**src/rtl/swmd_sqrt.sv**
```systemverilog
// Floor square root, one root bit (two radicand bits) per cycle.
module swmd_sqrt #(
  parameter int IW = 64,
  parameter int RW = (IW + 1) / 2
) (
  input  logic          clk,
  input  logic          rst,
  input  logic          start,
  input  logic [IW-1:0] radicand,
  output logic          done,
  output logic [RW-1:0] root
);

  localparam int PW   = 2 * RW;
  localparam int CNTW = $clog2(RW + 1);

  logic            busy;
  logic [CNTW-1:0] cnt;
  logic [PW-1:0]   val;
  logic [RW:0]     rem;
  logic [RW-1:0]   rt;
  logic [RW+1:0]   shifted;
  logic [RW+1:0]   trial;
  logic [RW+1:0]   diffv;
  logic            ge;

  always_comb begin
    shifted = {rem[RW-1:0], val[PW-1:PW-2]};
    trial   = {rt, 2'b01};
    diffv   = shifted - trial;
    ge      = shifted >= trial;
  end

  always_ff @(posedge clk) begin
    if (rst) begin
      busy <= 1'b0;
      done <= 1'b0;
    end else begin
      done <= 1'b0;
      if (start) begin
        busy <= 1'b1;
        cnt  <= CNTW'(RW);
        val  <= PW'(radicand);
        rem  <= '0;
        rt   <= '0;
      end else if (busy) begin
        val <= {val[PW-3:0], 2'b00};
        rem <= ge ? diffv[RW:0] : shifted[RW:0];
        rt  <= {rt[RW-2:0], ge};
        cnt <= cnt - CNTW'(1);
        if (cnt == CNTW'(1)) begin
          busy <= 1'b0;
          done <= 1'b1;
        end
      end
    end
  end

  assign root = rt;

endmodule
```
**config.mk**
```make
export PLATFORM = sky130hd
export DESIGN_NAME = swmd_sqrt
export DESIGN_NICKNAME = d
export VERILOG_FILES = /design/src/rtl/swmd_sqrt.sv
export SDC_FILE = /design/constraint.sdc
export NUM_CORES = 1
export LEC_CHECK = 0
export ABC_AREA = 1
export BUFFER_PORTS_ARGS = -buffer_cell sky130_fd_sc_hd__buf_2
export CAP_MARGIN = 40
export CORE_UTILIZATION = 40
export CTS_CLUSTER_SIZE = 24
export DETAILED_ROUTE_END_ITERATION = 10
export GPL_ROUTABILITY_DRIVEN = 0
export PLACE_DENSITY = 0.61
export SLEW_MARGIN = 10
export SYNTH_ARGS = -nofsm -noshare
export SYNTH_HDL_FRONTEND = slang
export SYNTH_SLANG_ARGS = --single-unit
export TNS_END_PERCENT = 20
```
**constraint.sdc**
```tcl
create_clock -name clk -period 14.9 [get_ports clk]
set_clock_uncertainty 0.1 [all_clocks]
set_input_delay 1.49 -clock clk [delete_from_list [all_inputs] [get_ports clk]]
set_output_delay 1.49 -clock clk [all_outputs]
set_load 0.01 [all_outputs]
```
==> results of run 1 <==
==> placed cells by master, fill, tap and decap left out, drive strengths merged <==
cell type and instances:
or2 3, edfxtp 134, diode 1, nand2 503, o21ai 1, nand3b 22, ha 36, buf 105
xor2 12, inv 187, nor2 150, dfxtp 2, nand4 8, xnor2 3, bufinv 1, and2 6
a21oi 22, clkbuf 18, and3 1, o21bai 2, nand3 32, o21a 1, nor3 2, nor4 1
clkinvlp 2, clkinv 5
==> flip-flops by register name, summed over array words and instances (netlist names) <==
name	count
val	64
done	1
busy	1
rem	32
root	32
cnt	6
==> power groups by stage <==
stage / combinational, W / sequential [W] / clock [W]
2_1_floorplan: 0.000184 / 0.000481 / 0
6_report: 0.000250 / 0.000468 / 0.000426
3_5_place_dp: 0.000250 / 0.000476 / 0
5_1_grt: 0.000286 / 0.000471 / 0.000450
4_1_cts: 0.000251 / 0.000468 / 0.000433
3_3_place_gp: 0.000247 / 0.000475 / 0
==> cell families (layout without fill, tap and decap cells) <==
logic type,Yosys count,in the layout
simple gates,728,728
buf+inv,211,318
flops,136,136
fa+ha+maj,36,36
compound gates,26,26
xor+xnor,15,15
other cells,0,1
==> metal layers <==
metal	routed length, um	track usage (%)	vias up
met5	0	0	-
met4	301	5.619	0
met3	994	4.049	22
met2	9152	31.38	150
met1	9302	25.00	3183
li1	-	-	3743
==> area by class of cell <==
cell class | count | area share [%]
timing repair buffer | 105 | 5.661
tap | 275 | 3.460
sequential | 136 | 40.86
clock inverter | 14 | 1.547
clock buffer | 18 | 4.315
multi-input combinational | 805 | 37.30
antenna | 1 | 0.02516
inverter | 181 | 6.831
==> final timing paths <==
kind	slack (ns)	end
worst min-delay path	0.41	val[2]$_DFFE_PP_
worst min register to register	0.41	val[2]$_DFFE_PP_
worst max register to register	11.80	rem[6]$_SDFFCE_PP0P_
worst max-delay path	11.50	rem[8]$_SDFFCE_PP0P_
==> per-stage QoR <==
step                area, sq um  cells
finish                     9946   1535
global route               9943   1534
CTS                        9943   1534
detailed placement         9360   1502
global placement           9333   1501
floorplan                  8588   1152
==> critical path, stage by stage <==
cell,delay (ns)
buf_4,0.42
inv_2,0.11
a21oi_4,0.15
buf_4,0.54
buf_4,0.60
==> reports/results.tsv, run 1 <==
stage	metric	value	unit
place	port_buffers	99	
pwr	pwr-share-clk	37.2	%
worst_setup_path	path_max_fanout	51	
yosys	synth_top_area_share	46.85	%
route	ant_nets	0	
worst_setup_path	start_kind	input pin	
sta	finalCriticalPeriod	3.404	ns
cts	clk_path_buf_depth	2	
cts	htreeDepth	4	
cells_and_area	ff_latch_area	4064	sq um
cells_and_area	multiInputGateArea	3710	sq um
cells_and_area	nets	1349	
pwr	switchingPower	0.0003636	W
sta	finalSetupViolCount	0	
cells_and_area	area_delta_synth_final	15.81	%
cells_and_area	fin_util	47.31	%
place	dp_hpwl	14280	um
yosys	async_flop_share	0	%
sta	rsz0062_at_grt	no	
cts	cts.sinks	136	
floorplan	die_w	148.5	um
run	maxCapViolations	0	
yosys	synthFlopType	edfxtp_1	
yosys	synthesis.area	8588	sq um
worst_setup_path	critical_path_arrival	3.36	ns
yosys	synth_area_per_cell	7.455	sq um
floorplan	die_h	148.5	um
cells_and_area	fill_cells	2121	
yosys	netlist_top_cells_area	edfxtp_1 47%, nand2_1 22%, inv_1 7.5%	
floorplan	core_area	21020	sq um
route	dr_total_vias	7098	
sta	final-hold-violation-count	0	
pwr	p_int	0.0007797	W
grt	grt_first_pass_wirelength	33040	um
pwr	p_seq_share	40.9	%
yosys	yosysUniqueCellTypes	34	
sta	setup_ws	11.50	ns
yosys	post-synth-top-area-cell	edfxtp_1	
worst_setup_path	crit_path_start	start	
yosys	synth_fa_ha_area_share	5.245	%
pwr	power_density	115.0	nW/um^2
pwr	vdd_drop_max	0.00007466	V
yosys	yosys.area_share.simple	34.69	%
worst_setup_path	worstPathRequired	14.86	ns
cts	clkTransAtPathRegs	0.07	ns
route	drc	0	
sta	relSlewSlack	53.72	%
hold_path	hp-class	flip-flop to flip-flop	
route	viasPerCell	4.624	
grt	grt_max_degree	61	
cts	postCtsHoldBufs	0	
grt	track_usage	19.03	%
worst_setup_path	reg2reg_depth	13	
sta	worst_pin_slew	0.6925	ns
yosys	synth_most_common_cell	nand2_1	
cts	cts_tree	built	
sta	finalCritPeriodShare	22.85	%
pwr	combPwrFrac	21.8	%
sta	whs	0.4118	ns
route	drt_iter0_drc	410	
status	status	completed	
yosys	synth_seq_cells	136	
yosys	ys_seq_area_share	47.32	%
yosys	synth_edf_count	134	
cts	cts_setup_buffers	0	
cts	cts_resized	0	
pwr	p_total	0.001143	W
pwr	switching_share	31.81	%
grt	grt_pass1_vias	6962	
yosys	synth_top_family_by_area	simple AND/OR/NAND/NOR gates	
yosys	yosys-top-cells-count	494 x nand2_1, 172 x inv_1, 143 x nor2_1	
yosys	syn-num-nets	1255	
cts	worstSkewPairLatency	0.43	ns
worst_setup_path	reg2reg_from	root[23]$_SDFFCE_PP0P_	
floorplan	die_area	22060	sq um
worst_setup_path	crit_path_end_kind	flip-flop	
floorplan	io_pins	100	
cts	cts_buffers	17	
hold_path	min_path_cells	2	
yosys	synthMuxAreaShare	0	%
cells_and_area	drive_gt1_share	13.11	%
route	wl_per_cell	12.87	um
sta	slew_viol_final	0	
route	detail_route.first_pass.iterations	5	
floorplan	fp-row-count	53	
yosys	synth-xor-area-share	1.530	%
yosys	yosysWarnings	0	
place	place_ws	10.99	ns
hold_path	holdCritStartpoint	val[0]$_SDFFCE_PN0P_	
grt	antenna_found_initial	1	
yosys	synth-compound-area-share	1.603	%
yosys	synthCells	1152	
worst_setup_path	critical_path_class	input pin to flip-flop	
grt	overflow	0	
sta	timing.setup.tns	0	ns
cts	root_buffer	clkbuf_16	
route	wl	19750	um
pwr	p_leak	5.122	nW
floorplan	start_util	40.85	%
sta	fmax	0.2938	GHz
No activity file was read; power rests on OpenSTA's default activity.
==> run 2, diff against run 1 <==
ABC_AREA = 0   (was 1)
PLACE_DENSITY = 0.64   (was 0.61)
clock period = 2.8 ns   (was 14.9 ns; I/O delays follow)
==> run 2 against run 1 <==
  * The run now ends with negative setup slack left
  * Global-route usage fell by 1.2 points
  * Total power rose to 5.6 times the previous value
  * Sequential power grew to 5.4 times the previous value
  * Final area decreased by 2.0%
  * Worst setup slack got worse by 12 ns
  * Sequential cell count did not move
  * Non-clock buffer count rose by 79
  * Cell count down 31%
  * Die area is 12% lower
  * Worst hold slack got worse by 0.37 ns
  * Via count is 22% lower
==> reports/results.tsv, run 2 <==
stage	metric	value	unit
floorplan	start_util	41.45	%
yosys	synthFlopType	edfxtp_1	
worst_setup_path	reg2reg_from	rem[11]$_SDFFCE_PP0P_	
run	maxCapViolations	0	
sta	worst_pin_slew	0.7244	ns
cts	clk_path_buf_depth	2	
route	drc	0	
yosys	synth_seq_cells	136	
yosys	synth_top_area_share	53.14	%
grt	grt_first_pass_wirelength	27660	um
worst_setup_path	critical_path_class	flip-flop to flip-flop	
cells_and_area	area_delta_synth_final	28.67	%
yosys	synth_fa_ha_area_share	5.948	%
pwr	vdd_drop_max	0.0005138	V
worst_setup_path	cp.buffers_inverters	1	
sta	finalCritPeriodShare	101.9	%
cells_and_area	drive_gt1_share	39.45	%
cells_and_area	most-common-layout-cells	134 x edfxtp_1, 98 x buf_2, 78 x buf_4	
cells_and_area	largest-register	val	
sta	relSlewSlack	51.70	%
sta	finalCriticalPeriod	2.854	ns
floorplan	die_area	19490	sq um
yosys	yosys-top-cells-count	134 x edfxtp_1, 80 x nor2_1, 62 x mux2_2	
cts	root_buffer	clkbuf_16	
worst_setup_path	cpLargestDelayFamily	compound AO/OA/AOI/OAI gates	
route	wl_per_cell	15.69	um
cts	cts_tree	built	
worst_setup_path	crit_path_start	rem[11]$_SDFFCE_PP0P_	
yosys	synthMuxAreaShare	10.82	%
pwr	p_leak	3.968	nW
floorplan	core_area	18270	sq um
worst_setup_path	crit_path_end_kind	flip-flop	
yosys	synth-compound-area-share	11.25	%
yosys	synth_edf_count	134	
floorplan	die_h	139.6	um
sta	rsz0062_at_grt	yes	
worst_setup_path	critical_path_arrival	2.93	ns
yosys	synth-xor-area-share	3.123	%
worst_setup_path	worstPathRequired	2.88	ns
yosys	yosys.area_share.simple	11.04	%
worst_setup_path	path_max_fanout	6	
grt	grt_max_degree	76	
cells_and_area	layout_commonest_cell	edfxtp_1	
place	dp_hpwl	11540	um
cts	cts_buffers	17	
route	viasPerCell	5.226	
cts	htreeDepth	4	
grt	overflow	0	
yosys	synth_area_per_cell	11.74	sq um
yosys	async_flop_share	0	%
cts	worstSkewPairLatency	0.42	ns
sta	setup_ws	-0.05440	ns
yosys	netlist_top_cells_area	edfxtp_1 53%, mux2_2 9.2%, ha_1 5.9%	
worst_setup_path	crit_path_max_incr_delay	0.50	ns
cells_and_area	nets	919	
worst_setup_path	start_kind	flip-flop	
worst_setup_path	rrSetupSlack	-0.05	ns
grt	grt_pass1_vias	5714	
yosys	yosysWarnings	0	
cells_and_area	fin_util	53.33	%
floorplan	die_w	139.6	um
status	violations	negative setup slack	
floorplan	io_pins	100	
grt	track_usage	17.86	%
sta	whs	0.04186	ns
yosys	synth_most_common_cell	edfxtp_1	
yosys	yosysUniqueCellTypes	65	
worst_setup_path	cpMaxStageDelayCell	or4_1	
cells_and_area	diodes	0	
cells_and_area	largest_reg_flops	64	
cts	cts.sinks	136	
place	port_buffers	99	
yosys	post-synth-top-area-cell	edfxtp_1	
hold_path	holdCritStartpoint	radicand[1]	
yosys	synthCells	645	
floorplan	fp-row-count	49	
yosys	ys_seq_area_share	53.67	%
hold_path	hp-class	input pin to flip-flop	
sta	slew_viol_final	0	
yosys	synthesis.area	7572	sq um
route	ant_nets	0	
sta	final-hold-violation-count	0	
cells_and_area	fill_cells	1594	
sta	timing.setup.tns	-0.1791	ns
status	status	complete, but fails checks	
route	drt_iter0_drc	303	
route	dr_total_vias	5529	
yosys	synth_top_family_by_area	compound AO/OA/AOI/OAI gates	
sta	fmax	0.3503	GHz
yosys	syn-num-nets	748	
sta	finalSetupViolCount	10	
worst_setup_path	crit_chain	ha_4 > nand2_2 > or4_1 > a21o_1 > a31oi_4 > o21ai_4 > nand2_4 > buf_6 > nor3b_2 > a311o_1	
route	detail_route.first_pass.iterations	5	
route	wl	16600	um
cts	clkTransAtPathRegs	0.06	ns
pwr	power_density	656.5	nW/um^2
grt	antenna_found_initial	0	
[run 2: cell count changes after synthesis, moves of 18 or more]
cell | before | now
nand3b_1 | 22 | 1
inv_1 | 172 | 42
mux2_2 | 0 | 62
nor2_1 | 143 | 80
nand2_1 | 494 | 35
nand3_1 | 31 | 13
[run 2: area by class of cell]
| type | count | area (sq um) | share of cell area [%] |
|---|---|---|---|
| flip-flops and latches | 136 | 4064 | 41.71 |
| multi-input cells | 435 | 3396 | 34.85 |
| repair buffers | 184 | 1199 | 12.30 |
| clock buffers | 17 | 425.4 | 4.366 |
| well taps | 229 | 286.5 | 2.941 |
| clock inverters | 15 | 215.2 | 2.209 |
| inverters | 42 | 157.7 | 1.618 |
[run 2: cells by family after synthesis]
family / count (synthesis)
muxes: 74
buffers and inverters: 74
DFF: 136
and+or+nand+nor: 180
xor gates and xnor gates: 27
adders and majority gates: 36
AOI/OAI and AO/OA: 118
[run 2: worst paths after layout]
path | endpoint | depth (start not counted)
setup reg to reg | rem[30]$_SDFFCE_PP0P_ | 10
setup / recovery | rem[30]$_SDFFCE_PP0P_ | 10
hold reg to reg | done$_SDFF_PP0_ | 1
hold / removal | val[1]$_SDFFCE_PN0P_ | 2
[run 2: stage by stage]
step                      cells  worst slack [ns]  instance area (sq um)  power [W]
after detailed placement   1017          -0.08716                   8823   0.003872
after global routing       1058           -0.2011                   9743   0.006685
after CTS                  1058          -0.03978                   9641   0.006403
final                      1058          -0.05440                   9743   0.006396
after global placement     1017          -0.05494                   8823   0.003842
after floorplan             645           -0.1519                   7609   0.003418
[run 2: power breakdown]
group | leakage (nW) | total (W) | switching (W) | internal [W]
clock | 0.315 | 0.00245 | 0.000935 | 0.00151
combinational | 2.34 | 0.00144 | 0.000732 | 0.000710
sequential | 1.31 | 0.00251 | 0.0000705 | 0.00243
total | 3.97 | 0.00640 | 0.00174 | 0.00466
[run 2: layer usage]
| layer | vias up | wire length (um) | track usage, % | part of all wire, % |
|---|---|---|---|---|
| li1 | 2704 | - | - | - |
| met1 | 2668 | 7381 | 22.00 | 44 |
| met2 | 142 | 7986 | 29.81 | 48 |
| met3 | 15 | 1054 | 6.194 | 6.4 |
| met4 | 0 | 173 | 4.743 | 1.0 |
| met5 | - | 0 | 0 | 0 |
[run 2: repair_timing]
item                                   CTS  global route
resized for setup                       16            20
pin swaps                               10            11
buffers inserted                         8             0
endpoints found under the hold margin    1             0
hold buffers                             1             0
setup endpoints to repair               18            32
