`src/rtl/swmd_ram.sv`:
```
// Generic single-write, single-read RAM with registered read data.
module swmd_ram #(
  parameter int WIDTH = 8,
  parameter int DEPTH = 32,
  parameter int AW    = $clog2(DEPTH)
) (
  input  logic             clk,
  input  logic             we,
  input  logic [AW-1:0]    waddr,
  input  logic [WIDTH-1:0] wdata,
  input  logic [AW-1:0]    raddr,
  output logic [WIDTH-1:0] rdata
);

  logic [WIDTH-1:0] mem [DEPTH];

  always_ff @(posedge clk) begin
    if (we) begin
      mem[waddr] <= wdata;
    end
    rdata <= mem[raddr];
  end

endmodule

```
`config.mk`:
```
export PLATFORM = sky130hd
export DESIGN_NAME = swmd_ram
export DESIGN_NICKNAME = d
export VERILOG_FILES = /design/src/rtl/swmd_ram.sv
export SDC_FILE = /design/constraint.sdc
export NUM_CORES = 1
export LEC_CHECK = 0
export ABC_CLOCK_PERIOD_IN_PS = 4000
export BUFFER_PORTS_ARGS = -buffer_cell sky130_fd_sc_hd__buf_4
export CAP_MARGIN = 20
export CORE_MARGIN = 4
export CORE_UTILIZATION = 54
export CTS_CLUSTER_DIAMETER = 200
export DETAILED_ROUTE_END_ITERATION = 7
export PLACE_DENSITY = 0.73
export SLEW_MARGIN = 15
export SYNTH_ARGS = -nofsm -noshare
export SYNTH_HDL_FRONTEND = slang
export SYNTH_SLANG_ARGS = --single-unit
```
`constraint.sdc`:
```
create_clock -name clk -period 4 [get_ports clk]
set_clock_uncertainty 0.2 [all_clocks]
set_input_delay 0.2 -clock clk [delete_from_list [all_inputs] [get_ports clk]]
set_output_delay 0.2 -clock clk [all_outputs]
set_load 0.1 [all_outputs]
```
==> results.py, run 1 <==
metrics = {
    "status": {
        "outcome": "complete, no violations",
    },
    "cts": {
        "cts_buffers": 26,
        "ctsHoldBuffers": 9,
        "cts_setup_buffers": 0,
        "cts_sinks": 264,
        "clk_path_buf_depth": 3,
        "htreeDepth": 1,
        "root_buffer": "clkbuf_16",
        "clkLatencyLatePin_ps": 520,
        "cts.clk_slew.worst_paths_ps": 60,
        "cts_resized": 0,
        "cts_tree": "done",
    },
    "final_layout": {
        "area_delta_synth_final_pct": 13.2,
        "final_util_pct": 62.7,
        "antennaDiodeCount": 0,
        "nets": 483,
        "design_area_sq_um": 11400,
        "layout_common_cells": "edfxtp_1 (256), mux4_2 (80), nor2_1 (33), clkbuf_16 (27), buf_4 (27)",
        "layout-drive-gt1-share_pct": 32.3,
        "mostFrequentLayoutCell": "edfxtp_1",
    },
    "floorplan": {
        "rows": 49,
        "dieArea_sq_um": 20900,
        "dieWidth_um": 144,
        "core_sq_um": 18100,
        "ios": 28,
        "die_h_um": 144,
        "initial_core_util_pct": 55.4,
    },
    "synth": {
        "syn-num-nets": 437,
        "ys_ff_latch": 264,
        "yosysTopAreaCellShare_pct": 76.5,
        "ys_top_cells_by_area": "edfxtp_1 (76%), mux4_2 (18%), dfxtp_1 (1.6%), nor2_1 (1.2%), mux2_2 (0.90%)",
        "ys_seq_area_share_pct": 78.1,
        "synth_area_sq_um": 10100,
        "yosysTopAreaCell": "edfxtp_1",
        "synthCells": 417,
        "synth_cell_types": 15,
        "yosysWarningCount": 0,
        "syn_avg_cell_area_sq_um": 24.1,
    },
    "worst_hold_path": {
        "holdPathEnd": "rdata[1]",
        "min_from": "raddr[4]",
        "min_path_type": "input port to flip-flop",
        "holdPathStages": 3,
    },
    "global_route": {
        "grt_pass1_wl_um": 30100,
        "overflow": 0,
        "first_global_vias": 4718,
        "grt_max_degree": 65,
        "track_usage_pct": 20.2,
        "antenna_found_initial": 0,
    },
    "sta": {
        "tightest_slew_ps": 1030,
        "fin_crit_sh_pct": 57.0,
        "grt_setup_unrepaired": "no",
        "setup_viol": 0,
        "fin_tns_setup_ps": 0,
        "fmaxAchievable_mhz": 439,
        "drv_slew": 0,
        "hold-worst-slack_ps": 93.9,
        "hold_viol_final": 0,
        "maxSlewHeadroom_pct": 31.1,
        "min_period_ps": 2280,
    },
    "setup_path": {
        "reg2reg_to": "rdata[6]",
        "reg2reg_from": "mem[23][6]",
        "end_kind": "flip-flop",
        "required_ps": 4200,
        "crit_path_start_kind": "input port",
        "reg2regPathDepth": 3,
        "regToRegSetupSlack_ps": 1980,
        "critPathArrivalTime_ps": 2480,
        "crit_type": "input port to flip-flop",
        "critPathMaxFanout": 33,
    },
    "drt": {
        "antenna_left": 0,
        "first_pass_iters": 5,
        "vias": 4425,
        "avgViaCountPerCell": 6.21,
        "wire_per_inst_um": 27.8,
        "drt-initial-drc-count": 487,
        "finalWirelength_um": 19800,
        "remaining_drc_errors": 0,
    },
    "power": {
        "p_leak_nw": 3.55,
        "p_per_area_nw_per_um2": 506,
        "max-vdd-ir-drop_v": 0.000397,
    },
    "run": {
        "max_cap_viol_count": 0,
    },
    "place": {
        "io_buffers": 27,
        "dpl.hpwl_um": 11800,
        "placed_area_sq_um": 10500,
        "gp_congestion": 0.755,
    },
}
[flip-flops by register name, summed over array words and instances, names as in the netlist]
| register | cells |
|---|---|
| mem | 256 |
| rdata | 8 |
[how the worst max path moves through the flow]
stage | startpoint | end
after floorplan | raddr[2] | rdata[0]
after global placement | raddr[0] | rdata[3]
after detailed placement | raddr[0] | rdata[3]
after CTS | raddr[0] | rdata[3]
after global routing | raddr[0] | rdata[3]
final | raddr[0] | rdata[3]
[where the power goes]
group / total [mW] / internal (mW) / switching [mW]
Combinational: 0.374 / 0.139 / 0.234
Clock: 2.29 / 1.34 / 0.947
Sequential: 3.09 / 3.08 / 0.0157
Total: 5.76 / 4.56 / 1.20
[synthesized netlist by cell type]
master,n
edfxtp_1,256
mux4_2,80
nor2_1,33
dfxtp_1,8
mux2_2,8
buf_1,6
buf_4,6
clkbuf_1,6
nand3b_1,5
or3b_2,3
nand3_1,2
buf_2,1
buf_6,1
nand2_1,1
or3_1,1
[final cells by class]
type                    instances  area [sq um]
flip-flops and latches        264          7850
clock buffers                  41           788
repair buffers                 38           324
multi-input cells             133          2100
fillers                      1198          6770
well taps                     229           287
clock inverters                 7          32.5
[metal layers]
layer	global-route usage [%]	routed length, um
met5	0	0
met4	5.20	386
met3	2.98	1120
met2	32.4	9900
met1	30.1	8370
[kinds of logic after synthesis]
group,synth area share [%]
multiplexers,18.8
buffers and inverters,1.06
AND/OR/NAND/NOR,2.07
flip-flops,78.1
[stage by stage]
stage	cells	total power, mW	setup WS, ps
5_1_grt	712	5.94	1570
6_report	712	5.76	1720
3_5_place_dp	654	3.52	1140
4_1_cts	711	5.79	1670
3_3_place_gp	654	3.51	1160
2_1_floorplan	417	3.39	1800
[worst max-delay path, stage by stage]
cell,delay (ps)
buf_4,510
buf_12,340
mux4_2,580
mux4_2,520
mux2_2,280
(Power assumes the default switching activity.)
==> inputs of run 2 (changes only) <==
- ABC_CLOCK_PERIOD_IN_PS: 4000 -> 2140
- clock period: 4 -> 2.14 ns (I/O delays scaled with it)
==> results.py, run 2 (same netlist as run 1, synthesis figures left out) <==
metrics = {
    "final_layout": {
        "top_register": "mem",
        "mostFrequentLayoutCell": "edfxtp_1",
        "largest_reg_flops": 256,
        "multi_input_area_sq_um": 2100,
        "final_util_pct": 64.3,
        "fillers": 1167,
        "layout.area.seq_sq_um": 7850,
        "instances_no_fill": 748,
        "area_delta_synth_final_pct": 16.1,
        "layout-drive-gt1-share_pct": 36.8,
        "nets": 521,
        "design_area_sq_um": 11700,
        "antennaDiodeCount": 0,
        "reg.largest.list": "mem: 256 flops, rdata: 8 flops",
        "layout_common_cells": "edfxtp_1 (256), mux4_2 (80), buf_4 (60), nor2_1 (33), clkbuf_16 (27)",
    },
    "floorplan": {
        "core_sq_um": 18100,
        "dieWidth_um": 144,
        "ios": 28,
        "dieArea_sq_um": 20900,
        "initial_core_util_pct": 55.4,
        "rows": 49,
        "die_h_um": 144,
    },
    "setup_path": {
        "cp-endpoint": "rdata[5]",
        "reg2regPathDepth": 3,
        "required_ps": 2350,
        "critPathMaxFanout": 1,
        "reg2reg_from": "mem[5][5]",
        "crit_type": "flip-flop to flip-flop",
        "crit_path_start_kind": "flip-flop",
        "reg2reg_to": "rdata[5]",
        "critPathArrivalTime_ps": 2220,
        "end_kind": "flip-flop",
        "startpoint": "mem[5][5]",
        "regToRegSetupSlack_ps": 130,
    },
    "global_route": {
        "grt_pass1_wl_um": 31200,
        "antenna_found_initial": 0,
        "grt_max_degree": 49,
        "first_global_vias": 4772,
        "track_usage_pct": 20.8,
        "overflow": 0,
    },
    "cts": {
        "ctsHoldBuffers": 10,
        "cts_buffers": 26,
        "cts_sinks": 264,
        "cts_setup_buffers": 0,
        "root_buffer": "clkbuf_16",
        "cts_tree": "done",
        "clkLatencyLatePin_ps": 530,
        "clk_path_buf_depth": 3,
        "cts_resized": 0,
        "htreeDepth": 1,
        "cts.clk_slew.worst_paths_ps": 60,
    },
    "power": {
        "max-vdd-ir-drop_v": 0.000607,
        "p_per_area_nw_per_um2": 912,
        "finalPower_mw": 10.6,
        "p_leak_nw": 3.75,
    },
    "worst_hold_path": {
        "min_path_type": "input port to flip-flop",
        "holdPathStages": 4,
    },
    "drt": {
        "drt-initial-drc-count": 491,
        "finalWirelength_um": 20500,
        "first_pass_iters": 4,
        "vias": 4640,
        "avgViaCountPerCell": 6.20,
        "remaining_drc_errors": 0,
        "antenna_left": 0,
        "wire_per_inst_um": 27.5,
    },
    "sta": {
        "grt_setup_unrepaired": "no",
        "maxSlewHeadroom_pct": 62.0,
        "hold_viol_final": 0,
        "hold-worst-slack_ps": 52.6,
        "fmaxAchievable_mhz": 497,
        "tightest_slew_ps": 569,
        "drv_slew": 0,
        "setup_viol": 0,
        "fin_crit_sh_pct": 94.0,
        "min_period_ps": 2010,
    },
    "place": {
        "dpl.hpwl_um": 12900,
        "io_buffers": 27,
        "dp.cells": 692,
        "gp_congestion": 0.776,
        "placed_area_sq_um": 10800,
    },
    "status": {
        "outcome": "complete, no violations",
    },
    "run": {
        "max_cap_viol_count": 0,
    },
}
[run 2: layout make-up]
| type | count | share of cell area, % |
|---|---|---|
| sequential | 264 | 67.2 |
| multi-input combinational | 133 | 18.0 |
| clock buffer | 37 | 6.20 |
| timing repair buffer | 76 | 5.75 |
| tap | 229 | 2.45 |
| clock inverter | 9 | 0.386 |
[run 2: worst min-delay path by stage]
stage | startpoint | endpoint | slack, ps
3_3_place_gp | raddr[3] | rdata[5] | 280
5_1_grt | waddr[3] | mem[31][6] | 70
2_1_floorplan | wdata[0] | mem[0][0] | 6
4_1_cts | waddr[2] | mem[19][4] | 40
3_5_place_dp | raddr[3] | rdata[0] | 280
6_report | waddr[2] | mem[19][7] | 50
[run 2: worst max-delay path, cell delays in order, from the launching register on]
cell      delay, ps
edfxtp_1        360
mux4_2          530
mux4_2          530
mux2_2          280
[run 2: power breakdown]
group	total, mW	internal, mW	switching, mW	leakage, nW
clock	4.13	2.34	1.79	0.379
combinational	0.741	0.287	0.454	1.00
sequential	5.78	5.75	0.0296	2.37
total	10.6	8.38	2.27	3.75
[run 2: per-layer routing]
metal	vias to the layer above	share of wire, %	global-route usage (%)	routed length, um
met1	2475	42	32.4	8590
met5	-	0	0	0
met4	0	2.6	5.45	531
met3	39	7.5	3.74	1540
met2	181	48	31.2	9880
li1	1945	-	-	-
[run 2: stage by stage]
stage | TNS [ps] | setup slack [ps]
6_report | 0 | 129
5_1_grt | 0 | 103
4_1_cts | 0 | 134
3_5_place_dp | -583 | -119
3_3_place_gp | -551 | -95.5
2_1_floorplan | 0 | 30.6
==> inputs of run 3 (changes only) <==
- CORE_ASPECT_RATIO: default -> 0.7
==> results.py, run 3 (same netlist as run 1, synthesis figures left out) <==
metrics = {
    "setup_path": {
        "slowest_stage": "dlygate4sd3_1",
        "end_kind": "flip-flop",
        "cpMostUsedCell": "dlygate4sd3_1",
        "critPathMaxStageDelay_ps": 570,
        "crit_buf_inv": 3,
        "crit_type": "input port to flip-flop",
        "reg2reg_to": "rdata[1]",
        "reg2regPathDepth": 3,
        "regToRegSetupSlack_ps": 130,
        "crit_chain": "dlygate4sd3_1, buf_4, or3b_2, nor2_1, dlygate4sd3_1",
        "reg2reg_from": "mem[23][1]",
        "crit_family": "buffers and inverters",
        "critPathMaxFanout": 8,
        "required_ps": 2170,
        "crit_path_start_kind": "input port",
        "critPathArrivalTime_ps": 2070,
    },
    "global_route": {
        "grt_pass1_wl_um": 32100,
        "globalRoute.busiestLayer": "met1",
        "antenna_found_initial": 0,
        "grt_max_degree": 33,
        "grtUsageMet1_pct": 32.5,
        "use_met2_pct": 31.9,
        "overflow": 0,
        "first_global_vias": 4984,
        "track_usage_pct": 21.5,
        "gr-usage-met3_pct": 6.58,
    },
    "sta": {
        "tightest_slew_ps": 461,
        "fmaxAchievable_mhz": 490,
        "drv_slew": 0,
        "min_period_ps": 2040,
        "setup_viol": 0,
        "hold_viol_final": 0,
        "grt_setup_unrepaired": "no",
        "fin_crit_sh_pct": 95.4,
        "setup_slack_ps": 99.4,
        "maxSlewHeadroom_pct": 69.2,
    },
    "final_layout": {
        "top_register": "mem",
        "reg.largest.list": "mem: 256 flops, rdata: 8 flops",
        "layout_common_cells": "edfxtp_1 (256), mux4_2 (80), buf_4 (75), nor2_1 (33), clkbuf_16 (25)",
        "instances_no_fill": 771,
        "area_delta_synth_final_pct": 17.8,
        "antennaDiodeCount": 0,
        "nets": 539,
        "largest_reg_flops": 256,
        "layout-drive-gt1-share_pct": 38.5,
        "mostFrequentLayoutCell": "edfxtp_1",
    },
    "floorplan": {
        "dieArea_sq_um": 20900,
        "rows": 41,
        "die_h_um": 122,
        "ios": 28,
        "core_sq_um": 18200,
        "initial_core_util_pct": 55.4,
        "dieWidth_um": 171,
    },
    "cts": {
        "cts.clk_slew.worst_paths_ps": 60,
        "clkLatencyLatePin_ps": 510,
        "cts_sinks": 264,
        "cts_setup_buffers": 0,
        "clk_path_buf_depth": 3,
        "root_buffer": "clkbuf_16",
        "cts_tree": "done",
        "htreeDepth": 1,
        "cts_buffers": 24,
    },
    "power": {
        "max-vdd-ir-drop_v": 0.000727,
        "switching_power_mw": 2.21,
        "p_leak_nw": 3.85,
        "power.share.clock_pct": 38.6,
        "intPower_mw": 8.44,
        "seqPwrFrac_pct": 54.2,
        "p_per_area_nw_per_um2": 899,
        "pwr-share-comb_pct": 7.2,
        "netSwitchingFraction_pct": 20.8,
    },
    "drt": {
        "drt-initial-drc-count": 657,
        "antenna_left": 0,
        "wire_per_inst_um": 27.3,
        "vias": 4697,
        "first_pass_iters": 4,
        "finalWirelength_um": 21000,
        "remaining_drc_errors": 0,
        "avgViaCountPerCell": 6.09,
    },
    "worst_hold_path": {
        "holdPathStages": 3,
        "min_path_type": "input port to flip-flop",
        "holdPathEnd": "mem[18][2]",
        "min_from": "waddr[0]",
    },
    "place": {
        "dpl_worst_slack_ps": -130,
        "dpl.hpwl_um": 13400,
        "dp.cells": 715,
        "gp_congestion": 0.787,
        "io_buffers": 27,
    },
    "status": {
        "outcome": "complete, no violations",
    },
    "run": {
        "max_cap_viol_count": 0,
    },
}
## run 3: how the worst max path moves through the flow
stage / to / start / cells past startpoint / slack [ps]
floorplan: rdata[0] / raddr[2] / 5 / 30
global placement: rdata[4] / raddr[0] / 6 / -100
detailed placement: rdata[5] / raddr[0] / 5 / -130
CTS: mem[10][4] / waddr[4] / 5 / 100
global route: mem[10][4] / waddr[4] / 5 / 100
finish: mem[10][4] / waddr[4] / 5 / 100
## run 3: worst min-delay path, cell delays in order
cell and delay [ps]:
buf_4 90, nand3b_1 230, nor2_1 140
## run 3: layer usage
metal,wire length [um],vias up
li1,-,1987
met1,9060,2464
met2,9470,216
met3,2110,30
met4,377,0
met5,0,-
## run 3: layout make-up
cell class | count | area [sq um]
clock buffer | 36 | 707
multi-input combinational | 133 | 2100
fill | 1161 | 6310
tap | 236 | 295
clock inverter | 6 | 52.6
timing repair buffer | 96 | 843
sequential | 264 | 7850
## run 3: power groups by stage
stage	clock [mW]	sequential [mW]	combinational [mW]
after global routing	4.43	5.77	0.812
after floorplan	0	6.03	0.306
after global placement	0	5.88	0.740
after CTS	4.17	5.77	0.776
final	4.11	5.77	0.769
after detailed placement	0	5.88	0.752
## run 3: through the flow
stage / hold slack (ps) / power [mW] / setup TNS [ps] / area [sq um] / util, %
final: 41.8 / 10.7 / 0 / 11800 / 65.2
after global routing: 45.5 / 11.0 / 0 / 11800 / 65.2
after CTS: 14.1 / 10.7 / 0 / 11800 / 65.2
after detailed placement: 291 / 6.63 / -741 / 10900 / 60.3
after global placement: 295 / 6.62 / -608 / 10900 / 60.3
after floorplan: 5.87 / 6.34 / 0 / 10100 / -
## run 3: repair_timing
action / in CTS / in global routing
hold buffers: 14 / 0
endpoints found under the hold margin: 268 / 0
gates resized for setup: 0 / 0
endpoints found under the setup margin: 0 / 0
