--- config.mk ---
export PLATFORM = sky130hd
export DESIGN_NAME = swmd_div
export DESIGN_NICKNAME = d
export VERILOG_FILES = /design/src/rtl/swmd_div.sv
export SDC_FILE = /design/constraint.sdc
export NUM_CORES = 1
export LEC_CHECK = 0
export CORE_AREA = 4 4 89 91
export CTS_CLUSTER_SIZE = 25
export DETAILED_ROUTE_END_ITERATION = 8
export DIE_AREA = 0 0 93 95
export DONT_BUFFER_PORTS = 1
export GPL_ROUTABILITY_DRIVEN = 0
export PLACE_DENSITY_LB_ADDON = 0.12
export SYNTH_ARGS = -nofsm -noshare
export SYNTH_HDL_FRONTEND = slang
export SYNTH_SLANG_ARGS = --single-unit
export TNS_END_PERCENT = 20
--- constraint.sdc ---
create_clock -name clk -period 7.5 [get_ports clk]
set_input_delay 1.5 -clock clk [delete_from_list [all_inputs] [get_ports clk]]
set_output_delay 1.5 -clock clk [all_outputs]
set_load 0.005 [all_outputs]
--- src/rtl/swmd_div.sv ---
// Restoring divider, one quotient bit per cycle, dividend loaded left aligned.
module swmd_div #(
  parameter int DW   = 64,
  parameter int VW   = 6,
  parameter int CNTW = $clog2(DW + 1)
) (
  input  logic            clk,
  input  logic            rst,
  input  logic            start,
  input  logic [DW-1:0]   dividend,
  input  logic [VW-1:0]   divisor,
  input  logic [CNTW-1:0] bits,
  output logic            done,
  output logic [DW-1:0]   quotient
);

  logic            busy;
  logic [CNTW-1:0] cnt;
  logic [VW-1:0]   rem;
  logic [VW-1:0]   dvs;
  logic [DW-1:0]   q;
  logic [VW:0]     shifted;
  logic [VW:0]     trial;
  logic            ge;

  always_comb begin
    shifted = {rem, q[DW-1]};
    trial   = shifted - {1'b0, dvs};
    ge      = shifted >= {1'b0, dvs};
  end

  always_ff @(posedge clk) begin
    if (rst) begin
      busy <= 1'b0;
      done <= 1'b0;
    end else begin
      done <= 1'b0;
      if (start) begin
        busy <= 1'b1;
        cnt  <= bits;
        rem  <= '0;
        q    <= dividend;
        dvs  <= divisor;
      end else if (busy) begin
        rem <= ge ? trial[VW-1:0] : shifted[VW-1:0];
        q   <= {q[DW-2:0], ge};
        cnt <= cnt - CNTW'(1);
        if (cnt == CNTW'(1)) begin
          busy <= 1'b0;
          done <= 1'b1;
        end
      end
    end
  end

  assign quotient = q;

endmodule

==> results of run 1 <==
## cell families after synthesis
group                      synth area share (%)
buffers and inverters                      2.00
AOI/OAI and AO/OA                          4.55
adders and majority gates                  3.42
and+or+nand+nor                            4.06
muxes                                      19.1
DFF                                        65.3
xor gates and xnor gates                   1.58
## final timing paths
kind | endpoint | startpoint | slack (ns)
setup / recovery | quotient[59]$_DFFE_PP_ | start | 4.95
hold / removal | done$_SDFF_PP0_ | busy$_SDFF_PP0_ | 0.48
setup reg to reg | quotient[0]$_DFFE_PP_ | rem[3]$_SDFFCE_PP0P_ | 5.50
hold reg to reg | done$_SDFF_PP0_ | busy$_SDFF_PP0_ | 0.48
## through the flow
| step | std cells | hold WS (ns) | area [µm²] | util, % | setup WS, ns |
|---|---|---|---|---|---|
| finish | 351 | 0.482 | 4140 | 58.0 | 4.95 |
| global route | 351 | 0.500 | 4140 | 58.0 | 4.97 |
| CTS | 351 | 0.486 | 4140 | 58.0 | 5.07 |
| detailed placement | 335 | 0.476 | 3980 | 55.7 | 4.69 |
| global placement | 335 | 0.472 | 3980 | 55.7 | 4.69 |
| floorplan | 244 | 0.460 | 3880 | - | 1.92 |
## sequential cells by signal, summed over array words and instances, names as in the netlist
name / count
cnt: 7
rem: 6
busy: 1
quotient: 64
done: 1
dvs: 6
## area by class of cell
class	instances	share of cell area [%]
clock buffers	11	3.18
clock inverters	5	0.665
inverters	10	0.907
multi-input cells	140	30.9
flip-flops and latches	85	61.2
well taps	99	2.99
repair buffers	1	0.181
## layout by cell type, fill, tap and decap left out, drive strengths merged
cell type,count
nor4b,1
buf,1
clkinv,3
nand3b,1
a211oi,3
dfxtp,2
clkinvlp,2
edfxtp,83
o22ai,1
a21oi,1
or3,1
xnor2,5
ha,9
nor2b,2
xor2,2
o31a,1
a31oi,1
clkbuf,11
nor2,10
mux2i,2
fa,1
nand3,1
inv,10
o32ai,1
nand2b,2
nor3,3
o21a,4
mux2,64
a21o,2
nand2,12
o21ai,10
## Yosys cell counts
cell and number:
a211oi_1 2, a211oi_2 1, a21o_1 2, a21oi_1 1, a31oi_1 1, buf_2 5
clkbuf_1 4, dfxtp_1 2, edfxtp_1 83, fa_1 1, ha_1 9, inv_1 10
mux2_2 64, mux2i_1 2, nand2_1 11, nand2_4 1, nand2b_1 2, nand3_1 1
nand3b_1 1, nor2_1 10, nor2b_1 2, nor3_1 3, nor4b_1 1, o21a_1 4
o21ai_0 9, o21ai_4 1, o22ai_1 1, o31a_1 1, o32ai_2 1, or3_1 1
xnor2_1 5, xor2_1 2
## routing by layer
| metal | share of wire [%] | track usage [%] |
|---|---|---|
| met1 | 40 | 20.0 |
| met5 | 0 | 0 |
| met3 | 10 | 7.65 |
| met2 | 47 | 23.5 |
| met4 | 2.7 | 9.77 |
## power groups by stage
stage               Sequential, µW  Clock (µW)  Combinational, µW
detailed placement             600           0               97.5
global route                   593         304                107
global placement               600           0               95.7
floorplan                      593           0               89.0
CTS                            590         283               98.1
finish                         589         273               96.2
==> implementation parameters, run 1 <==
Parameter                              Value

Clock network
  Number of CTS-inserted buffers ... 9
  Maximum number of buffers from clock root to sink ... 2
  Worst skew pair latency ... 0.35 ns
  Clock transition at the registers of the reported paths ... 0.07 ns
  Level count of the clock H-tree ... 3
  Root buffer cell ... clkbuf_8
  CTS tree ... done
  Gates resized, CTS repair ... 0
  Hold-fix buffer count after cts ... 0
  Post-CTS Setup Repair Bufs ... 0
  Clock sink total ... 85

GRT
  Initial antenna violation count ... 0
  Via count of the first global-routing pass ... 2032
  All-Layer GR Usage ... 16.3%
  Congestion Overflow GR ... 0
  Global-route wire length before repair ... 10.8 mm
  Maximum number of pins on one net before global-route repair ... 85

Placed design
  I/O Buffers ... 0
  Post-detailed-placement half-perimeter wirelength ... 4.88 mm

STA
  Slew of the pin with the lowest slew margin ... 0.984 ns
  Endpoints failing hold ... 0
  Fmax ... 393 MHz
  Time the worst path needs with I/O delays and setup ... 2.55 ns
  Max-slew violation count ... 0
  Setup Skew ... 0.0130 ns
  Unrepaired setup endpoints after global routing ... no
  Final setup violation count ... 0
  Setup TNS after final layout ... 0 ns
  Relative slew slack ... 34.4%
  Final period utilization ... 34.0%

Cells and area
  Net count, final ... 337
  Multi-input combinational cell area ... 1280 µm²
  Layout cells sized above 1 ... 32.5%
  Register area ... 2530 µm²
  Fill cells ... 588
  Layout Area Growth over Synthesis ... 6.65%
  Antenna diode count ... 0

Floorplanning
  Effective utilization at floorplan ... 54.3%
  Num rows ... 31
  I/O pin count ... 145
  Vertical extent of the die ... 95 µm
  Die W ... 93 µm
  Core Area ... 7140 µm²
  Die footprint ... 8840 µm²

Critical path
  Worst R2R Path Depth ... 5
  Crit path DAT ... 2.51 ns
  Critical path buffer and inverter count ... 1
  Required arrival time at the worst endpoint ... 7.47 ns
  Cell class contributing the biggest share of worst-path delay ... buffers and inverters
  Type of the worst setup path ... in -> reg
  Maximum fanout count along the critical path ... 84
  Kind of end point of the critical path ... flip-flop
  Critical Path Max Stage Delay ... 0.73 ns
  Nature of the critical path startpoint ... input port
  Critical-path top delay cell ... buf_4
  Cell breakdown of the critical path ... nor2_1 -> nor2_4 -> buf_4
  Number of cells on the critical path ... 3

Power
  Power spent charging and discharging nets ... 224 µW
  Pwr per Cell Area ... 232 nW/µm²
  Sw Ratio ... 23.4%
  Part of the total power dissipated in sequential elements ... 61.4%
  Overall power ... 958 µW
  Max IR drop VDD ... 0.108 mV
  Internal power summed over all cells ... 734 µW
  Combinational group share of total power ... 10.0%
  P_leak ... 0.00142 µW
  Relative contribution of the clock network to total power ... 28.5%

Routing
  Vias per Instance ... 5.61
  Initial DRT Pass Iterations ... 4
  Iteration-0 DRC Markers ... 121
  Count of nets left with antenna violations after detail routing ... 0
  Vias post-DR ... 1969
  Residual DRC ... 0
  Avg WL per Cell ... 20.7 µm
  Final wirelength ... 7.27 mm

Logic synthesis
  Post-synthesis instance area ... 3880 µm²
  YS warnings ... 0
  Unique masters post-synth ... 32
  Register area share after synthesis ... 65.3%
  Cells after synthesis ... 244
  Post-synthesis cell type with the largest combined area ... edfxtp_1
  Ranking of synthesized cells by area ... edfxtp_1 64%, mux2_2 19%, ha_1 2.9%
  Number of storage elements in the synthesis netlist ... 85
  Mean instance size in the synthesized netlist ... 15.9 µm²
  Number of nets produced by synthesis ... 334
  Share of the synthesized area in the top cell type ... 64.3%

Status
  Outcome ... finished, final reports clean

Flow run
  Maximum capacitance violations ... 0

Hold path
  Cells on Worst Hold Path ... 1
  Kind of path behind the tightest hold check ... reg -> reg
(Power assumes the default switching activity.)
==> inputs of run 2 (changes only) <==
Clock period 7.5 ns to 2.5 ns, I/O delays scaled along.
==> implementation parameters, run 2 (synthesis gave the netlist of run 1 again) <==
Parameter                              Value

Clock network
  Post-CTS Setup Repair Bufs ... 0
  Gates resized, CTS repair ... 0
  Number of CTS-inserted buffers ... 9
  Hold-fix buffer count after cts ... 0
  Worst skew pair latency ... 0.34 ns
  CTS tree ... done
  Maximum number of buffers from clock root to sink ... 2
  Level count of the clock H-tree ... 3
  Clock sink total ... 85
  Clock transition at the registers of the reported paths ... 0.09 ns
  Root buffer cell ... clkbuf_8

Routing
  Count of nets left with antenna violations after detail routing ... 0
  Final wirelength ... 7.27 mm
  Avg WL per Cell ... 20.7 µm
  Initial DRT Pass Iterations ... 4
  Vias per Instance ... 5.67
  Residual DRC ... 0
  Vias post-DR ... 1991
  Iteration-0 DRC Markers ... 65

Critical path
  Required arrival time at the worst endpoint ... 2.60 ns
  Kind of end point of the critical path ... flip-flop
  Worst R2R Path Depth ... 5
  Type of the worst setup path ... reg -> reg
  Crit path DAT ... 2.09 ns
  Nature of the critical path startpoint ... flip-flop
  Cell breakdown of the critical path ... ha_1 -> a21o_1 -> a211oi_2 -> o21ai_4 -> mux2_2
  Worst reg2reg path startpoint ... rem[3]$_SDFFCE_PP0P_
  Critical-path top delay cell ... edfxtp_1
  Cell class contributing the biggest share of worst-path delay ... compound AO/OA/AOI/OAI gates
  Critical path buffer and inverter count ... 0
  Maximum fanout count along the critical path ... 10
  Critical Path Max Stage Delay ... 0.42 ns
  Reg2reg setup slack ... 0.51 ns
  R2R Path End ... quotient[0]$_DFFE_PP_

STA
  Endpoints failing hold ... 0
  Time the worst path needs with I/O delays and setup ... 1.99 ns
  Fmax ... 502 MHz
  Final setup violation count ... 0
  Slew of the pin with the lowest slew margin ... 0.635 ns
  Relative slew slack ... 57.5%
  Max-slew violation count ... 0
  Setup Skew ... 0.0105 ns
  Unrepaired setup endpoints after global routing ... no
  Setup TNS after final layout ... 0 ns
  Final period utilization ... 79.7%

Placed design
  Post-detailed-placement half-perimeter wirelength ... 5.06 mm
  I/O Buffers ... 0
  Cell Count Post-Placement ... 336
  Standard cell area after detailed placement ... 4000 µm²

Floorplanning
  Die footprint ... 8840 µm²
  I/O pin count ... 145
  Core Area ... 7140 µm²
  Die W ... 93 µm
  Vertical extent of the die ... 95 µm
  Effective utilization at floorplan ... 54.3%
  Num rows ... 31

Cells and area
  Antenna diode count ... 0
  Fill cells ... 602
  Layout cells sized above 1 ... 33.3%
  Layout Area Growth over Synthesis ... 8.32%
  End-of-flow core utilization ... 58.9%
  Register area ... 2530 µm²
  Commonest cells after routing, fill and taps aside ... 83 x edfxtp_1, 64 x mux2_2, 11 x nand2_1
  Most common cell after layout, fill and taps aside ... edfxtp_1
  Final design instance area without fill ... 4200 µm²
  Multi-input combinational cell area ... 1280 µm²
  Net count, final ... 338
  Flip-flop count of the largest register, all copies and words added ... 64
  Filler-free cell count of the finished design ... 351

GRT
  Maximum number of pins on one net before global-route repair ... 85
  Global-route wire length before repair ... 11.0 mm
  All-Layer GR Usage ... 16.7%
  Congestion Overflow GR ... 0
  Via count of the first global-routing pass ... 2165
  Initial antenna violation count ... 1

Hold path
  End point of the most critical hold path ... done$_SDFF_PP0_
  Kind of path behind the tightest hold check ... in -> reg
  Critical hold path startpoint ... rst
  Cells on Worst Hold Path ... 1

Power
  Overall power ... 3090 µW
  Max IR drop VDD ... 0.339 mV
  Pwr per Cell Area ... 735 nW/µm²
  P_leak ... 0.00145 µW

Flow run
  Maximum capacitance violations ... 0

Status
  Outcome ... finished, final reports clean
-- run 2: cell count changes in the layout (fill, tap and decap cells not counted), sizes merged --
cell,change
clkbuf,-1
bufinv,+2
clkinv,-1
clkinvlp,-1
buf,+1
-- run 2: worst max-delay path by stage --
stage / start / endpoint / slack, ns / cells past startpoint
4_1_cts: rem[3]$_SDFFCE_PP0P_ / quotient[0]$_DFFE_PP_ / 0.50 / 5
5_1_grt: rem[3]$_SDFFCE_PP0P_ / quotient[0]$_DFFE_PP_ / 0.44 / 5
2_1_floorplan: start / cnt[0]$_DFFE_PP_ / 0.07 / 3
6_report: rem[3]$_SDFFCE_PP0P_ / quotient[0]$_DFFE_PP_ / 0.51 / 5
3_3_place_gp: quotient[63]$_DFFE_PP_ / quotient[0]$_DFFE_PP_ / 0.59 / 6
3_5_place_dp: rem[3]$_SDFFCE_PP0P_ / quotient[0]$_DFFE_PP_ / 0.53 / 5
-- run 2: per-stage QoR --
stage | setup WS (ns) | hold WS [ns]
after floorplan | 0.0717 | 0.460
after global placement | 0.586 | 0.478
after detailed placement | 0.527 | 0.484
after CTS | 0.496 | 0.205
after global routing | 0.443 | 0.210
final | 0.507 | 0.230
-- run 2: power breakdown --
group / leakage (µW) / switching, µW / total [µW] / internal [µW]
Clock: 0.0000998 / 470 / 1020 / 553
Sequential: 0.000807 / 70.1 / 1760 / 1690
Combinational: 0.000545 / 141 / 299 / 158
Total: 0.00145 / 681 / 3090 / 2410
-- run 2: layer usage --
metal	vias up	share of wire, %	wire length, µm	global-route usage [%]
met2	84	49	3560	25.9
li1	929	-	-	-
met1	962	40	2920	20.2
met4	2	2.2	161	9.04
met3	14	8.6	624	6.61
met5	-	0.17	12	0
-- run 2: cell type report --
| type | instances | share of cell area (%) |
|---|---|---|
| repair buffers | 2 | 0.655 |
| clock buffers | 10 | 3.04 |
| well taps | 99 | 2.95 |
| clock inverters | 5 | 1.82 |
| flip-flops and latches | 85 | 60.3 |
| multi-input cells | 140 | 30.4 |
| inverters | 10 | 0.893 |
==> inputs of run 3 (changes only) <==
Clock period 2.5 ns to 1.6 ns, I/O delays scaled along.
==> implementation parameters, run 3 (synthesis gave the netlist of run 1 again) <==
Parameter                              Value

Routing
  Vias post-DR ... 2037
  Initial DRT Pass Iterations ... 4
  Residual DRC ... 0
  Avg WL per Cell ... 20.2 µm
  Iteration-0 DRC Markers ... 136
  Final wirelength ... 7.45 mm
  Count of nets left with antenna violations after detail routing ... 0
  Vias per Instance ... 5.54

Cells and area
  Layout cells sized above 1 ... 42.4%
  Antenna diode count ... 0
  Flip-flop count of the largest register, all copies and words added ... 64
  Commonest cells after routing, fill and taps aside ... 83 x edfxtp_1, 63 x mux2_2, 16 x buf_4
  Layout Area Growth over Synthesis ... 15.2%
  Fill cells ... 578
  Most common cell after layout, fill and taps aside ... edfxtp_1
  Multi-input combinational cell area ... 1390 µm²
  Register area ... 2530 µm²
  Net count, final ... 355

Critical path
  Worst R2R Path Depth ... 5
  Nature of the critical path startpoint ... flip-flop
  Maximum fanout count along the critical path ... 5
  Kind of end point of the critical path ... flip-flop
  Crit path DAT ... 1.98 ns
  Type of the worst setup path ... reg -> reg
  Required arrival time at the worst endpoint ... 1.70 ns

Floorplanning
  Die W ... 93 µm
  I/O pin count ... 145
  Vertical extent of the die ... 95 µm
  Num rows ... 31
  Core Area ... 7140 µm²
  Die footprint ... 8840 µm²
  Effective utilization at floorplan ... 54.3%

Status
  Outcome ... finished, violations left
  Violations in the final reports ... negative setup slack

Clock network
  Root buffer cell ... clkbuf_8
  Clock sink total ... 85
  Number of CTS-inserted buffers ... 9
  Hold-fix buffer count after cts ... 0
  Worst skew pair latency ... 0.34 ns
  CTS tree ... done
  Clock transition at the registers of the reported paths ... 0.08 ns
  Maximum number of buffers from clock root to sink ... 2
  Level count of the clock H-tree ... 3

GRT
  Maximum number of pins on one net before global-route repair ... 85
  Via count of the first global-routing pass ... 2103
  All-Layer GR Usage ... 16.9%
  Congestion Overflow GR ... 0
  Global-route wire length before repair ... 11.1 mm
  Initial antenna violation count ... 0

STA
  Final setup violation count ... 7
  Relative slew slack ... 78.0%
  Slew of the pin with the lowest slew margin ... 0.328 ns
  Unrepaired setup endpoints after global routing ... yes
  Fmax ... 530 MHz
  Max-slew violation count ... 0
  Setup Skew ... 0.00852 ns
  Time the worst path needs with I/O delays and setup ... 1.89 ns
  Setup slack of the critical path after layout ... -0.287 ns
  Final hold slack ... 0.0525 ns
  Endpoints failing hold ... 0
  Final period utilization ... 118%

Power
  Max IR drop VDD ... 0.564 mV
  Pwr per Cell Area ... 1140 nW/µm²
  P_leak ... 0.00156 µW

Flow run
  Maximum capacitance violations ... 0

Hold path
  Cells on Worst Hold Path ... 1
  Kind of path behind the tightest hold check ... in -> reg

Placed design
  Worst setup slack after placement ... -0.280 ns
  Post-detailed-placement half-perimeter wirelength ... 5.14 mm
  I/O Buffers ... 0
[run 3: metal layers]
| metal | wire length, µm | vias up | GRT usage, % |
|---|---|---|---|
| li1 | - | 965 | - |
| met1 | 2850 | 969 | 20.7 |
| met2 | 3620 | 93 | 25.5 |
| met3 | 862 | 10 | 7.81 |
| met4 | 110 | 0 | 8.06 |
| met5 | 0 | - | 0 |
[run 3: area by class of cell]
cell class	count	area share, %
Sequential cell	85	56.7
Multi-Input combinational cell	141	31.0
Timing Repair Buffer	18	3.59
Clock buffer	10	2.86
Tap cell	99	2.77
Clock inverter	5	2.24
Inverter	10	0.840
[run 3: worst paths after layout]
kind / startpoint / to / slack (ns)
hold reg to reg: busy$_SDFF_PP0_ / done$_SDFF_PP0_ / 0.55
hold / removal: rst / done$_SDFF_PP0_ / 0.05
setup reg to reg: rem[3]$_SDFFCE_PP0P_ / quotient[0]$_DFFE_PP_ / -0.29
setup / recovery: rem[3]$_SDFFCE_PP0P_ / quotient[0]$_DFFE_PP_ / -0.29
[run 3: timing repair]
action | 4_1_cts | 5_1_grt
cloned | 1 | 0
buffers inserted | 1 | 1
endpoints found under the setup margin | 7 | 8
hold endpoints to repair | 0 | 0
gates resized for setup | 6 | 10
pin swaps | 2 | 4
[run 3: stage by stage]
stage          utilization, %  power [µW]  area [µm²]  std cells  TNS (ns)
3_5_place_dp             57.8        3340        4120        350     -1.60
2_1_floorplan               -        3200        3920        244    -36.45
3_3_place_gp             57.8        3330        4120        350     -1.45
6_report                 62.6        5090        4470        368     -1.60
4_1_cts                  61.8        5110        4410        367     -1.48
5_1_grt                  62.6        5320        4470        368     -2.15
[run 3: power breakdown]
part           switching (µW)  internal (µW)  total (µW)
combinational             265            336         601
clock                     704           1020        1730
sequential                112           2650        2760
[run 3: critical path, cell delays in order (launching register included)]
cell	delay (ns)
edfxtp_1	0.44
ha_4	0.24
a21o_1	0.18
a211oi_4	0.36
o21ai_4	0.15
mux2_4	0.28
